[src/design/quadtree_uniform_block_counter_assert.svh]
// assertion macros used by the controller module
// both expect clk_i and rst_ni in scope
`ifndef QUADTREE_UNIFORM_BLOCK_COUNTER_ASSERT_SVH
`define QUADTREE_UNIFORM_BLOCK_COUNTER_ASSERT_SVH

// same-cycle implication
`define QUBC_ASSERT_NOW(lbl, ante, cons) \
  lbl: assert property (@(posedge clk_i) disable iff (!rst_ni) (ante) |-> (cons)) \
    else $error("qubc assertion failed");

// next-cycle implication
`define QUBC_ASSERT_NEXT(lbl, ante, cons) \
  lbl: assert property (@(posedge clk_i) disable iff (!rst_ni) (ante) |=> (cons)) \
    else $error("qubc assertion failed");

`endif

[src/design/qubc_pkg.sv]
`timescale 1ns / 1ps
package qubc_pkg;

  localparam int CntW = 15;
  localparam int SideLog2W = 3;
  localparam int MaxLevels = 7;

  typedef enum logic [1:0] {
    ST_LOAD,
    ST_SCAN,
    ST_DRAIN,
    ST_FINISH
  } qubc_state_e;

  // controller to datapath
  typedef struct packed {
    logic accept;
    logic start;
    logic scan_rd;
    logic load_out;
    logic cfg_we;
  } qubc_cmd_t;

  // datapath to controller
  typedef struct packed {
    logic last_pix;
    logic scan_last;
  } qubc_sts_t;

endpackage

[src/design/qubc_ctrl.sv]
`timescale 1ns / 1ps
module qubc_ctrl import qubc_pkg::*; (
  input  logic      clk_i,
  input  logic      rst_ni,
  input  logic      in_valid_i,
  output logic      in_stall_o,
  output logic      out_valid_o,
  input  logic      out_stall_i,
  input  logic      cfg_valid_i,
  output logic      cfg_ready_o,
  input  qubc_sts_t sts_i,
  output qubc_cmd_t cmd_o
);

  qubc_state_e state_q, state_d;
  logic out_valid_q, out_valid_d;

  always_ff @(posedge clk_i or negedge rst_ni) begin
    if (!rst_ni) begin
      state_q     <= ST_LOAD;
      out_valid_q <= 1'b0;
    end else begin
      state_q     <= state_d;
      out_valid_q <= out_valid_d;
    end
  end

  always_comb begin
    state_d    = state_q;
    cmd_o      = '0;
    in_stall_o = 1'b1;
    cfg_ready_o = 1'b0;
    case (state_q)
      ST_LOAD: begin
        in_stall_o   = 1'b0;
        cfg_ready_o  = 1'b1;
        cmd_o.cfg_we = cfg_valid_i;
        cmd_o.accept = in_valid_i;
        if (in_valid_i && sts_i.last_pix) begin
          cmd_o.start = 1'b1;
          state_d     = ST_SCAN;
        end
      end
      ST_SCAN: begin
        cmd_o.scan_rd = 1'b1;
        if (sts_i.scan_last) begin
          state_d = ST_DRAIN;
        end
      end
      ST_DRAIN: begin
        state_d = ST_FINISH;
      end
      ST_FINISH: begin
        if (!out_valid_q || !out_stall_i) begin
          cmd_o.load_out = 1'b1;
          state_d        = ST_LOAD;
        end
      end
      default: begin
        state_d = ST_LOAD;
      end
    endcase
  end

  always_comb begin
    out_valid_d = out_valid_q;
    if (out_valid_q && !out_stall_i) begin
      out_valid_d = 1'b0;
    end
    if (cmd_o.load_out) begin
      out_valid_d = 1'b1;
    end
  end

  assign out_valid_o = out_valid_q;

`include "quadtree_uniform_block_counter_assert.svh"

  `QUBC_ASSERT_NEXT(a_start_scans, cmd_o.start, state_q == ST_SCAN && cmd_o.scan_rd)
  `QUBC_ASSERT_NEXT(a_load_shows, cmd_o.load_out, out_valid_q)
  `QUBC_ASSERT_NEXT(a_drain_once, state_q == ST_DRAIN, state_q == ST_FINISH)
  `QUBC_ASSERT_NOW(a_no_cfg_in_scan, cmd_o.cfg_we, !cmd_o.scan_rd && !cmd_o.load_out)

endmodule

[config.mk]
export PLATFORM = sky130hd
export DESIGN_NAME = qubc_ctrl
export DESIGN_NICKNAME = d
export VERILOG_FILES = /design/src/design/qubc_pkg.sv /design/src/design/qubc_ctrl.sv
export VERILOG_INCLUDE_DIRS = /design/src /design/src/design
export SDC_FILE = /design/constraint.sdc
export NUM_CORES = 1
export LEC_CHECK = 0
export BUFFER_PORTS_ARGS = -buffer_cell sky130_fd_sc_hd__buf_2
export CAP_MARGIN = 0
export CORE_AREA = 5 5 42 44
export CTS_CLUSTER_SIZE = 12
export DETAILED_ROUTE_END_ITERATION = 12
export DIE_AREA = 0 0 47 49
export SLEW_MARGIN = 20
export SYNTH_ARGS = -nofsm -noshare
export SYNTH_HDL_FRONTEND = slang
export SYNTH_SLANG_ARGS = --single-unit
[constraint.sdc]
create_clock -name clk_i -period 1.7 [get_ports clk_i]
set_input_delay 0.255 -clock clk_i [delete_from_list [all_inputs] [get_ports clk_i]]
set_output_delay 0.255 -clock clk_i [all_outputs]
set_load 0.005 [all_outputs]
# Word level (Yosys, flattened, before mapping)
# Cells that the tools add are included.
# classes
n_eq_ne	6
n_mux	14
reduce_logical	8
# op_table
cell	count
$mux W1	9
$mux W2	4
$pmux W2 S4	1
$ne A2 B2 Y1 const B	3
$eq A2 B2 Y1 const B	2
$reduce_and A3 Y1	1
$eq A2 B1 Y1 const B	1
$logic_and A1 B1 Y1	2
$logic_not A1 Y1	2
$logic_not A2 Y1	1
$reduce_bool A2 Y1	1
$logic_or A1 B1 Y1	1
# totals
reg_bits	3

# Depth between registers and ports, before layout
# Gate-level depths: netlist of run 1.
# logic_depth
ltp_word	5
mapped_depth	5
ltp_nobuf	5

# Worst setup path before layout of run 1
# Ideal clock, no wire load.
# synth_path
kind	register to register
from	register state_q[1]
to	register state_q[1]
arrival_time_ns	1.288
required_time_ns	1.575
path_slack_ns	0.287
path_stages_with_launch	6
path_buffers	0
path_cell_list	dfrtp_1 inv_1 ha_1 clkinv_1 o221ai_4 mux2_4
# synth_via
elab_chain_len	3
elab_cells_between_ends	9
cone_classes	eq/ne: 6; mux: 1; reduce/logical: 2
# synth_lines
item	line_no	text
from (decl)	qubc_ctrl.sv:15	qubc_state_e state_q, state_d;
from (signal assigned)	qubc_ctrl.sv:23	state_q <= state_d;
$eq A2 B2 Y1, or another cell as far along	qubc_ctrl.sv:33	case (state_q)
$ne A2 B2 Y1 (no line)	--	
$reduce_and A3 Y1 (no line)	--	
# Several ways; a longest one is shown, not always the timed one.
# A chain may end at the register's enable or synchronous reset.

==> results of run 1 <==
per-layer routing:
metal / routed length (um) / vias up / global-route usage [%]
met5: 0 / - / 0
met1: 173 / 98 / 4.42
met3: 60 / 2 / 3.32
li1: - / 115 / -
met2: 265 / 8 / 8.60
met4: 16 / 0 / 5.53
registers in the layout, indices dropped and copies added, names as in the netlist:
| name | count |
|---|---|
| out_valid_o | 1 |
| state_q | 2 |
cell families after synthesis:
logic type | after synthesis | synth area share (%)
mux | 2 | 9.09
fa+ha+maj | 5 | 22.7
buf+inv | 5 | 8.18
compound gates | 3 | 15.0
simple gates | 6 | 17.7
flops | 3 | 27.3
cells in the final DEF (no fill, tap or decap):
| cell type | netlist | routed |
|---|---|---|
| buf_2 | 0 | 14 |
| ha_1 | 5 | 5 |
| inv_1 | 3 | 3 |
| clkbuf_4 | 0 | 3 |
| dfrtp_1 | 3 | 3 |
| and2_1 | 2 | 2 |
| a21boi_1 | 1 | 1 |
| and3_1 | 1 | 1 |
| clkinv_1 | 1 | 1 |
| and2_4 | 1 | 1 |
| nand3_4 | 1 | 1 |
| o221ai_4 | 1 | 1 |
| mux2_4 | 1 | 1 |
| nor2_1 | 1 | 1 |
| mux2i_1 | 1 | 1 |
| a21o_1 | 1 | 1 |
| clkbuf_1 | 0 | 1 |
| dlygate4sd3_1 | 0 | 1 |
metrics by stage:
step / area (um2) / cells / power, mW
after detailed placement: 358 / 53 / 0.543
after global routing: 394 / 58 / 0.731
final: 394 / 58 / 0.651
after floorplan: 275 / 24 / 0.435
after global placement: 358 / 53 / 0.535
after CTS: 394 / 58 / 0.673
critical path, cell delays in order, from the launching register on:
cell	delay, ns
dfrtp_1	0.39
inv_1	0.13
ha_1	0.22
and3_1	0.15
buf_2	0.10
what timing repair did:
item | in CTS | in global routing
buffers inserted | 0 | 0
hold endpoints to repair | 3 | 0
hold buffers | 1 | 0
power by group through the flow:
stage,clock network [mW],registers [mW],logic [mW]
floorplan,0,0.148,0.287
detailed placement,0,0.155,0.388
CTS,0.129,0.155,0.389
global route,0.139,0.161,0.431
finish,0.122,0.152,0.377
global placement,0,0.155,0.380
cell type report:
type / instances / share of cell area [%]
Inverter: 4 / 3.81
Tap cell: 16 / 5.08
Clock buffer: 4 / 6.67
Timing Repair Buffer: 15 / 20.3
Multi-Input combinational cell: 16 / 45.1
Sequential cell: 3 / 19.0
worst paths after layout:
| path | to | cells after the start |
|---|---|---|
| hold reg to reg | state_q[1]$_DFFE_PN0P_ | 1 |
| setup reg to reg | state_q[1]$_DFFE_PN0P_ | 5 |
| min in group asynchronous | state_q[1]$_DFFE_PN0P_ | 2 |
| hold / removal | out_valid_o$_DFFE_PN0P_ | 2 |
| setup / recovery | cmd_o[3] | 4 |
| max in group asynchronous | out_valid_o$_DFFE_PN0P_ | 2 |
==> summary.md, run 1 <==
| Metric | Value |
|---|---|
| IO Port Bufs | 14 |
| Gr usage total | around 5.6% |
| Reg area | roughly 75 um2 |
| Post-DR wirelength/cell | 8.88 um |
| Crit path from | state_q[0]$_DFFE_PN0P_ |
| Worst slew margin | between 80% and 90% |
| Vias per std cell | just under 4 |
| Area growth from synthesis to layout | 43.2% |
| Clock transition at path regs | roughly 0.030 ns |
| Number of synthesized flops with an enable pin | 0 |
| Fin worst setup slack | between 0.2 and 0.25 ns |
| Largest net degree at the start of global routing | 6 |
| H-tree Lvls | 1 |
| Final weighted congestion in routability-driven placement | 0.638 |
| Gate power share | between 50 and 60% |
| Synth top area cells | dfrtp_1 27%, ha_1 23%, o221ai_4 9.5% |
| Top-count cell post-synth | ha_1 |
| YS warnings | 0 |
| Area fraction of the dominant cell type after synthesis | between 20% and 30% |
| Row cnt | 14 |
| Net Sw Frac | between 30% and 40% |
| Worst Setup End Kind | output port |
| CP Launch Type | flop |
| Mapped Cells | 24 |
| Hold Path Origin | out_stall_i |
| Library cells used by synthesis | 15 |
| Sink Count | 3 |
| Root buffer cell | clkbuf_4 |
| Smallest hold slack | around 0.29 ns |
| Fmax | 0.677 GHz |
| Post-synth design cell area | ~280 um2 |
| Number of hold violations in the final report | 0 |
| Largest fanout on the critical path | 5 |
| RSZ-0062 raised after global routing | no |
| CTS tree | built |
| Worst R2R Start | state_q[1]$_DFFE_PN0P_ |
| Final setup TNS | 0 ns |
| Peak VDD IR | between 0.3 and 0.4 mV |
| Seq/Total Area, Yosys | 27.3% |
| Final setup viols | 0 |
| Sequential Power Share | a little under a quarter |
| Vias in the first global route | just under 200 |
| Final #Nets | 55 |
| Synth area leader | dfrtp_1 |
| Int Pwr | about 410 uW |
| Avg Inst Size Synth | approximately 11 um2 |
| First-pass GRT wire length | between 800 and 900 um |
| Clock Latency Late Sink | between 0.2 and 0.25 ns |
| Gr ovfl total | 0 |
| Clock Tree Buf Depth | 2 |
| Area of the multi-input gates | ~180 um2 |
| #FFs+latches synth | 3 |
| Slew @ Worst Pin | 0.198 ns |
| Core Area | around 1400 um2 |
| Remaining DRCs | 0 |
| Fin crit period | 1.48 ns |
| Die Y | around 50 um |
| Pre-CTS WS | 0.235 ns |
| CP required | 1.44 ns |
| TritonCTS Buffers | 3 |
| First-pass DRT Iterations | 2 |
| Async set-reset flop share out of synthesis | between 90% and 100% |
| Post-DP HPWL | around 460 um |
| Fin Clk Skew | between 0.0002 and 0.0003 ns |
| CP Class | reg -> out |
| Boundary Pins | 15 |
| ANT cells | 0 |
| Total net switching power | between 200 and 250 uW |
| Ys flop type | dfrtp_1 |
| Die area | 2300 um2 |
| Register-to-register setup slack | about 0.24 ns |
| Routed Antenna Nets | 0 |
| Post-CTS sizing | 0 |
| Outcome | finished, final reports clean |
| Max-cap violations | 0 |
| Max Slew Vio Count | 0 |
| Final period util | 86.9% |
| CP Data Arrival Time | between 1 and 1.5 ns |
| Post-Route WL | ~500 um |
| Initial antenna violation count | 0 |
| Die width | 47 um |
| Fraction of layout cells with a size suffix above 1 | ~50% |
| Clk pwr share | roughly a fifth |
| Effective utilization at floorplan | approximately a fifth |
| Layout Utilization | 28.1% |
| Drt initial violations | 1 |
| Vias post-DR | between 200 and 250 |
| Pleak | 0.216 nW |
| Top cells by count, synth | 5 x ha_1, 3 x dfrtp_1, 3 x inv_1 |
| Hold crit path type | in -> reg |
| Power per Cell Area | 1650 nW/um2 |
| Filler cell count | between 150 and 200 |
| Net Count, Synth | 36 |
No activity file was read; power rests on OpenSTA's default activity.
==> inputs of run 2 (changes only) <==
--- a/config.mk
+++ b/config.mk
@@ -6,12 +6,14 @@
 export SDC_FILE = /design/constraint.sdc
 export NUM_CORES = 1
 export LEC_CHECK = 0
+export ABC_AREA = 1
 export BUFFER_PORTS_ARGS = -buffer_cell sky130_fd_sc_hd__buf_2
 export CAP_MARGIN = 0
 export CORE_AREA = 5 5 42 44
 export CTS_CLUSTER_SIZE = 12
 export DETAILED_ROUTE_END_ITERATION = 12
 export DIE_AREA = 0 0 47 49
+export REMOVE_ABC_BUFFERS = 1
 export SLEW_MARGIN = 20
 export SYNTH_ARGS = -nofsm -noshare
 export SYNTH_HDL_FRONTEND = slang
==> summary.md, run 2 <==
| Metric | Value |
|---|---|
| Post-synth design cell area | 270 um2 (-1.8%) |
| Remaining DRCs | 0 (unchanged) |
| Ys flop type | dfrtp_1 |
| CP Class | reg -> out |
| Final setup viols | 0 (unchanged) |
| Pleak | 0.250 nW (+16%) |
| Die width | 47 um (unchanged) |
| Smallest hold slack | 0.268 ns (-0.0252 ns) |
| Effective utilization at floorplan | 19.3% (-0.36 points) |
| ANT cells | 0 (unchanged) |
| Row cnt | 14 (unchanged) |
| Hold crit path type | in -> reg |
| Max reg flops | 2 (unchanged) |
| Power Total | 615 uW (-5.5%) |
| Worst Setup End Kind | output port |
| Final weighted congestion in routability-driven placement | 0.679 (+6.4%) |
| Fin crit period | 1.52 ns (+0.0427 ns) |
| First-pass GRT wire length | 779 um (-5.1%) |
| Number of synthesized flops with an enable pin | 0 (unchanged) |
| Max-cap violations | 0 (unchanged) |
| Worst slew margin | 88.4% (+1.6 points) |
| Post-DR wirelength/cell | 7.36 um (-17%) |
| Sink Count | 3 (unchanged) |
| TritonCTS Buffers | 3 (unchanged) |
| #FFs+latches synth | 3 (unchanged) |
| CP required | 1.44 ns (about the same) |
| YS warnings | 0 (unchanged) |
| Int Pwr | 356 uW (-12%) |
| Avg Inst Size Synth | 7.51 um2 (-35%) |
| Pre-CTS WS | 0.399 ns (+0.164 ns) |
| Fin worst setup slack | 0.180 ns (-0.0427 ns) |
| Synth area leader | dfrtp_1 |
| Commonest non-fill, non-tap cell in the layout | buf_2 |
| Area growth from synthesis to layout | 44.0% |
| Vias post-DR | 263 (+18%) |
| Layout Utilization | 27.8% (-0.36 points) |
| Top cells by count, synth | 10 x nand2_1, 9 x inv_1, 5 x ha_1 |
| Setup Fix Bufs, Post-CTS | 0 (unchanged) |
| Outcome | finished, final reports clean |
| Largest fanout on the critical path | 5 (unchanged) |
| Most frequent cells in the layout | 14 x buf_2, 10 x nand2_1, 9 x inv_1 |
| Top-count cell post-synth | nand2_1 |
| Final setup TNS | 0 ns (unchanged) |
| Mapped Cells | 36 (+50%) |
| Seq/Total Area, Yosys | 27.8% (+0.51 points) |
| Clock Latency Late Sink | 0.23 ns (about the same) |
| Routed Antenna Nets | 0 (unchanged) |
| Gate power share | 57.1% (-0.8 points) |
| Core Area | 1400 um2 (unchanged) |
| Post-route cell area | 389 um2 (-1.3%) |
| Clock Tree Buf Depth | 2 (unchanged) |
| Max Slew Vio Count | 0 (unchanged) |
| Power per Cell Area | 1580 nW/um2 (-4.3%) |
| Library cells used by synthesis | 10 (-5) |
| Async set-reset flop share out of synthesis | 100% (unchanged) |
| First-pass DRT Iterations | 2 (unchanged) |
| H-tree Lvls | 1 (unchanged) |
| Reg with most FFs | state_q |
| Clock transition at path regs | 0.04 ns (about the same) |
| Cell area after placement | 353 um2 (-1.4%) |
| Gr usage total | 4.87% (-0.71 points) |
| Fin cells | 70 (+21%) |
| Fraction of layout cells with a size suffix above 1 | 38.9% (-11 points) |
| IO Port Bufs | 14 (unchanged) |
| Post-Route WL | 515 um (unchanged) |
| Total net switching power | 259 uW (+5.6%) |
| Sequential Power Share | 23.4% (about the same) |
| Post-DP HPWL | 467 um (+2.6%) |
| Vias in the first global route | 220 (+12%) |
| Initial antenna violation count | 0 (unchanged) |
| Number of hold violations in the final report | 0 (unchanged) |
| Peak VDD IR | 0.335 mV (+5.1%) |
| Synth top area cells | dfrtp_1 28%, ha_1 23%, nand2_1 14% |
| Slew @ Worst Pin | 0.174 ns (-0.0242 ns) |
| Die area | 2300 um2 (unchanged) |
| Fin Clk Skew | 0.00143 ns (+0.00117 ns) |
| Clk pwr share | 19.5% (+0.8 points) |
| CTS tree | built |
| Net Sw Frac | 42.2% (+4.4 points) |
| Die Y | 49 um (unchanged) |
| Final #Nets | 67 (+22%) |
| RSZ-0062 raised after global routing | no |
| Root buffer cell | clkbuf_4 |
| Gr ovfl total | 0 (unchanged) |
| Largest net degree at the start of global routing | 6 (unchanged) |
| Boundary Pins | 15 (unchanged) |
| Vias per std cell | 3.76 (-2.3%) |
| Drt initial violations | 3 (+2) |
| Final period util | 89.4% (+2.5 points) |
| Placed insts | 65 (+23%) |
| Fmax | 0.658 GHz (-2.8%) |
| CP Launch Type | flop |
| CP Data Arrival Time | 1.27 ns (+0.05 ns) |
| Area fraction of the dominant cell type after synthesis | 27.8% (+0.51 points) |
==> run 2: cell types whose count changed after synthesis, sizes merged <==
| cell | before | now |
|---|---|---|
| nand2 | 0 | 12 |
| inv | 3 | 9 |
| and2 | 3 | 0 |
| nand4 | 0 | 2 |
| a21boi | 1 | 0 |
| a21o | 1 | 0 |
| a21oi | 0 | 1 |
| and3 | 1 | 0 |
| clkinv | 1 | 0 |
| mux2 | 1 | 0 |
| mux2i | 1 | 0 |
| nand3 | 1 | 2 |
| o221ai | 1 | 0 |
==> run 2: layout make-up <==
cell class / count / area [um2]
Fill cell: 168 / 1010
Clock buffer: 4 / 26.3
Multi-Input combinational cell: 23 / 154
Timing Repair Buffer: 15 / 80.1
Sequential cell: 3 / 75.1
Tap cell: 16 / 20.0
Inverter: 9 / 33.8
==> run 2: layer usage <==
metal,up-vias,part of all wire [%],global-route usage (%)
li1,144,-,-
met1,108,37,5.08
met2,11,45,7.01
met3,0,18,2.21
met4,0,0,4.15
met5,-,0,0
==> run 2: final timing paths <==
kind                                   startpoint                       to  slack (ns)  depth (start not counted)
setup / recovery           state_q[0]$_DFFE_PN0P_                 cmd_o[3]        0.18                          5
hold / removal                        out_stall_i  out_valid_o$_DFFE_PN0P_        0.27                          3
setup reg to reg           state_q[0]$_DFFE_PN0P_   state_q[1]$_DFFE_PN0P_        0.56                          6
hold reg to reg            state_q[0]$_DFFE_PN0P_   state_q[0]$_DFFE_PN0P_        0.53                          2
max in group asynchronous                  rst_ni  out_valid_o$_DFFE_PN0P_        1.24                          2
min in group asynchronous                  rst_ni   state_q[1]$_DFFE_PN0P_        0.35                          2
==> run 2: kinds of logic (layout without fill, tap and decap cells) <==
logic type	count (synthesis)	in the layout	share of synthesized area [%]
DFF	3	3	27.8
adders and majority gates	5	5	23.1
and+or+nand+nor	17	17	31.9
buffers and inverters	10	28	15.3
AOI/OAI and AO/OA	1	1	1.85
==> run 2: critical path, cell delays in order (launching register included) <==
cell and delay (ns):
dfrtp_1 0.40, inv_1 0.11, ha_1 0.25, inv_1 0.07
nor2_1 0.09, buf_2 0.11
==> run 2: repair_timing <==
action	4_1_cts	5_1_grt
hold endpoints to repair	3	0
hold buffers	1	0
resized for setup	0	0
==> run 2: power groups by stage <==
stage,combinational [mW],clock [mW],sequential [mW]
floorplan,0.236,0,0.141
global placement,0.355,0,0.144
detailed placement,0.360,0,0.146
CTS,0.363,0.127,0.145
global route,0.411,0.135,0.153
finish,0.351,0.120,0.144
